===== config.mk =====
export PLATFORM = sky130hd
export DESIGN_NAME = salru_lookup
export DESIGN_NICKNAME = d
export VERILOG_FILES = /design/src/hdl/salru_pkg.sv /design/src/hdl/salru_lookup.sv
export SDC_FILE = /design/constraint.sdc
export NUM_CORES = 1
export LEC_CHECK = 0
export BUFFER_PORTS_ARGS = -buffer_cell sky130_fd_sc_hd__buf_2
export CAP_MARGIN = 20
export CORE_ASPECT_RATIO = 0.7
export CORE_MARGIN = 2
export CORE_UTILIZATION = 43
export DETAILED_ROUTE_END_ITERATION = 7
export PLACE_DENSITY = 0.86
export RECOVER_POWER = 25
export REMOVE_ABC_BUFFERS = 1
export SYNTH_ARGS = -nofsm -noshare
export SYNTH_HDL_FRONTEND = slang
export SYNTH_SLANG_ARGS = --single-unit

===== constraint.sdc =====
create_clock -name vclk -period 6.4
set_clock_uncertainty 0.1 [all_clocks]
set_input_delay 1.28 -clock vclk [all_inputs]
set_output_delay 1.28 -clock vclk [all_outputs]
set_load 0.005 [all_outputs]

===== src/hdl/salru_pkg.sv =====
// ----------------------------------------------------------------------------
// Cache tag directory package
// Defaults, field widths, access codes and shared types.
// ----------------------------------------------------------------------------
`timescale 1ns / 1ps
`default_nettype none

package salru_pkg;

   localparam int WAYS_DEFAULT      = 4;
   localparam int SETS_DEFAULT      = 256;
   localparam int TAG_WIDTH_DEFAULT = 20;

   localparam int SET_INDEX_WIDTH = 8;
   localparam int WAY_OUT_WIDTH   = 2;

   localparam logic FUNC_READ  = 1'b0;
   localparam logic FUNC_WRITE = 1'b1;

   typedef enum logic [0:0] {
      ST_CLEAR,
      ST_RUN
   } state_type;

   typedef struct packed {
      logic hit;
      logic dirty;
   } status_type;

endpackage

`default_nettype wire


===== src/hdl/salru_lookup.sv =====
// ----------------------------------------------------------------------------
// Directory lookup and update
// Tag compare over one set row, victim choice, dirty/valid/LRU row update.
// ----------------------------------------------------------------------------
`timescale 1ns / 1ps
`default_nettype none

module salru_lookup
   import salru_pkg::*;
#(
   parameter int WAYS      = WAYS_DEFAULT,
   parameter int TAG_WIDTH = TAG_WIDTH_DEFAULT,
   parameter int WAY_W     = 2,
   parameter int ROW_W     = WAYS * (TAG_WIDTH + 2 + WAY_W)
) (
   input  wire logic [ROW_W-1:0]     row_in,
   input  wire logic                 func,
   input  wire logic [TAG_WIDTH-1:0] tag,
   output      logic [ROW_W-1:0]     row_out,
   output      status_type           status,
   output      logic [WAY_W-1:0]     way
);

   localparam int VALID_LSB = WAYS * TAG_WIDTH;
   localparam int DIRTY_LSB = VALID_LSB + WAYS;
   localparam int LRU_LSB   = DIRTY_LSB + WAYS;

   logic [WAYS-1:0][TAG_WIDTH-1:0] tags;
   logic [WAYS-1:0][TAG_WIDTH-1:0] tags_new;
   logic [WAYS-1:0]                valid;
   logic [WAYS-1:0]                valid_new;
   logic [WAYS-1:0]                dirty;
   logic [WAYS-1:0]                dirty_new;
   logic [WAYS-1:0][WAY_W-1:0]     lru;
   logic [WAYS-1:0][WAY_W-1:0]     lru_new;
   logic [WAYS-1:0]                match;
   logic                           hit;
   logic [WAY_W-1:0]               hit_way;
   logic [WAY_W-1:0]               victim;
   logic [WAY_W-1:0]               sel_way;
   logic [WAY_W-1:0]               pos;
   logic                           pos_found;
   logic                           promote;

   assign tags  = row_in[VALID_LSB-1:0];
   assign valid = row_in[DIRTY_LSB-1:VALID_LSB];
   assign dirty = row_in[LRU_LSB-1:DIRTY_LSB];
   assign lru   = row_in[ROW_W-1:LRU_LSB];

   always_comb begin
      for (int w = 0; w < WAYS; w++) begin
         match[w] = valid[w] && (tags[w] == tag);
      end
      hit = |match;

      // lowest matching way wins
      hit_way = '0;
      for (int w = WAYS - 1; w >= 0; w--) begin
         if (match[w]) begin
            hit_way = WAY_W'(w);
         end
      end

      victim  = lru[WAYS-1];
      sel_way = hit ? hit_way : victim;

      pos_found = 1'b0;
      pos       = WAY_W'(WAYS - 1);
      if (hit) begin
         for (int p = WAYS - 1; p >= 0; p--) begin
            if (lru[p] == hit_way) begin
               pos_found = 1'b1;
               pos       = WAY_W'(p);
            end
         end
      end
      promote = !hit || pos_found;

      lru_new[0] = promote ? sel_way : lru[0];
      for (int p = 1; p < WAYS; p++) begin
         lru_new[p] = (promote && (WAY_W'(p) <= pos)) ? lru[p-1] : lru[p];
      end

      tags_new  = tags;
      valid_new = valid;
      dirty_new = dirty;
      if (hit) begin
         if (func == FUNC_WRITE) begin
            dirty_new[hit_way] = 1'b1;
         end
      end else begin
         tags_new[victim]  = tag;
         valid_new[victim] = 1'b1;
         dirty_new[victim] = (func == FUNC_WRITE);
      end
   end

   assign row_out      = {lru_new, dirty_new, valid_new, tags_new};
   assign status.hit   = hit;
   assign status.dirty = dirty[sel_way];
   assign way          = sel_way;

endmodule

`default_nettype wire


==> run_results.csv <==
group,metric,value,unit
outcome,status,"finished clean",
floorplan,die_w,101,um
pwr,powerDensity,72.0,nW/um2
floorplan,dieArea,7300,um2
grt,grt.met1_usage,37.8,%
detailed_routing,drt_pass1_iterations,7,
synthesis,yosysTopAreaCellShare,32.4,%
placement,gp_congestion,0.928,
cells_and_area,n_sequential_cell,0,
detailed_routing,wl_per_cell,19.2,um
synthesis,syn_avg_cell_area,8.20,um2
floorplan,ios,217,
grt,grt-busiest-layer,"met2",
grt,grt.total_usage,29.7,%
cells_and_area,final_cell_mix,"buf_2 (212), mux2_2 (82), xnor2_1 (49)",
setup_path,crit_end,"row_out[74]",
grt,antenna_found_initial,1,
grt,grt_start_max_net_pins,21,
cts,cts_hold_buf,0,
cts,post_cts_buffers,0,
placement,hpwl,10.0,mm
sta,period_share,94.7,%
synthesis,yosys.area.top_type,"mux2_2",
floorplan,initial_core_util,45.1,%
sta,fin_setup_tns,0,ns
grt,grt_pass1_vias,3389,
grt,grt_use_met2,53.3,%
sta,tightestPinTransition,0.696,ns
pwr,p_leak,0.00176,uW
setup_path,cp_max_fo,18,
detailed_routing,antenna_left,0,
synthesis,netlist_top_cells_area,"mux2_2 (32%), xnor2_1 (15%), xor2_1 (9.8%)",
detailed_routing,drc_errors,0,
placement,port_buffers,217,
setup_path,startpoint_type,"input port",
grt,grt_use_met3,4.62,%
pwr,peakVddDrop,0.0000488,V
setup_path,required,5.02,ns
detailed_routing,routed_wl,11.9,mm
synthesis,seq_area_frac_synth,0,%
sta,relSlewSlack,53.4,%
cells_and_area,area_delta_synth_final,37.6,%
cells_and_area,n_clock_buffer,0,
setup_path,crit_type,"in2out",
setup_path,worstPathArrival,4.68,ns
sta,setup_viol,0,
sta,hold_violations,0,
detailed_routing,vias,3589,
cells_and_area,final_common_cell,"buf_2",
floorplan,core_area,6310,um2
sta,rsz0062_at_grt,"no",
cells_and_area,fin_util,62.1,%
sta,fin_crit,6.06,ns
sta,final_max_slew_viol_count,0,
synthesis,netlist-cell-type-count,53,
cts,cts_resized,0,
cells_and_area,nets,655,
setup_path,crit_path_end_kind,"output port",
worst_hold_path,min_path_type,"in2out",
synthesis,yosysWarnings,0,
detailed_routing,vias_per_cell,5.83,
setup_path,critPathLaunch,"tag[0]",
grt,gr-total-overflow,0,
run,cap_violations,0,
cells_and_area,nFillCells,579,
cells_and_area,drive_gt1_share,59.7,%
floorplan,rows,24,
synthesis,netlist_instances,347,
sta,fmax,0.165,GHz
floorplan,die_y,72.1,um
cells_and_area,seqCellArea,0,um2
detailed_routing,drt_iter0_markers,194,
synthesis,syn_area,2850,um2
grt,grt_pass1_wl,17.2,mm
[where the power goes]
part	leakage (uW)	total (uW)	internal (uW)	switching, uW
clock	0.0000000127	0.0000418	0.0000418	0
sequential	0	0	0	0
combinational	0.00176	282	139	143
[critical path, cell delays in order]
cell      delay [ns]
buf_2           0.16
xnor2_1         0.26
nand4_1         0.14
nor4_1          0.48
and2_0          0.63
nand2b_1        0.21
nor2_1          0.17
nand3_1         0.29
clkbuf_2        0.51
mux2_2          0.41
buf_2           0.14
[logic make-up after synthesis]
| logic type | synth area share [%] |
|---|---|
| AOI/OAI and AO/OA | 8.62 |
| xor gates and xnor gates | 24.9 |
| buffers and inverters | 6.15 |
| muxes | 35.3 |
| and+or+nand+nor | 25.0 |
[worst min-delay path by stage]
stage               start           to  slack [ns]  depth (start not counted)
2_1_floorplan  row_in[80]  row_out[80]        2.55                          1
3_5_place_dp   row_in[82]  row_out[82]        2.77                          3
4_1_cts        row_in[82]  row_out[82]        2.77                          3
5_1_grt        row_in[82]  row_out[82]        2.78                          3
3_3_place_gp   row_in[83]  row_out[83]        2.75                          3
6_report       row_in[81]  row_out[81]        2.77                          3
[cell usage after synthesis (3+ instances only)]
cell / n
buf_6: 3
nor4_1: 11
mux2i_1: 3
nor3b_1: 8
nand2_1: 7
inv_1: 5
buf_2: 8
a22o_1: 3
o211ai_1: 3
nand4b_1: 3
xor2_1: 32
nand4_1: 14
nand2b_1: 3
xnor2_1: 49
clkbuf_1: 20
nor2_1: 10
or4_1: 4
nor3_1: 8
nor2b_1: 5
mux2_2: 82
o21ai_0: 9
nand3_1: 11
or2_2: 5
[metrics by stage]
step	setup slack (ns)	std cells	instance area, um2	hold slack, ns	total power [uW]
after floorplan	0.328	315	2690	2.55	136
after global placement	0.567	614	3920	2.75	272
after detailed placement	0.509	614	3920	2.77	279
after CTS	0.506	614	3920	2.77	280
after global routing	0.148	614	3910	2.78	301
final	0.339	616	3920	2.77	282
[final cells by class]
| cell class | instances | area (um2) | share of cell area [%] |
|---|---|---|---|
| well taps | 78 | 97.6 | 2.49 |
| multi-input cells | 310 | 2680 | 68.3 |
| repair buffers | 221 | 1120 | 28.6 |
| diodes | 2 | 5.00 | 0.128 |
| inverters | 5 | 18.8 | 0.479 |
[layer usage]
metal | vias up | wire, um
met1 | 1701 | 4860
met4 | 0 | 261
li1 | 1665 | -
met2 | 191 | 5750
met5 | - | 0
met3 | 32 | 985
No activity file was read; power rests on OpenSTA's default activity.
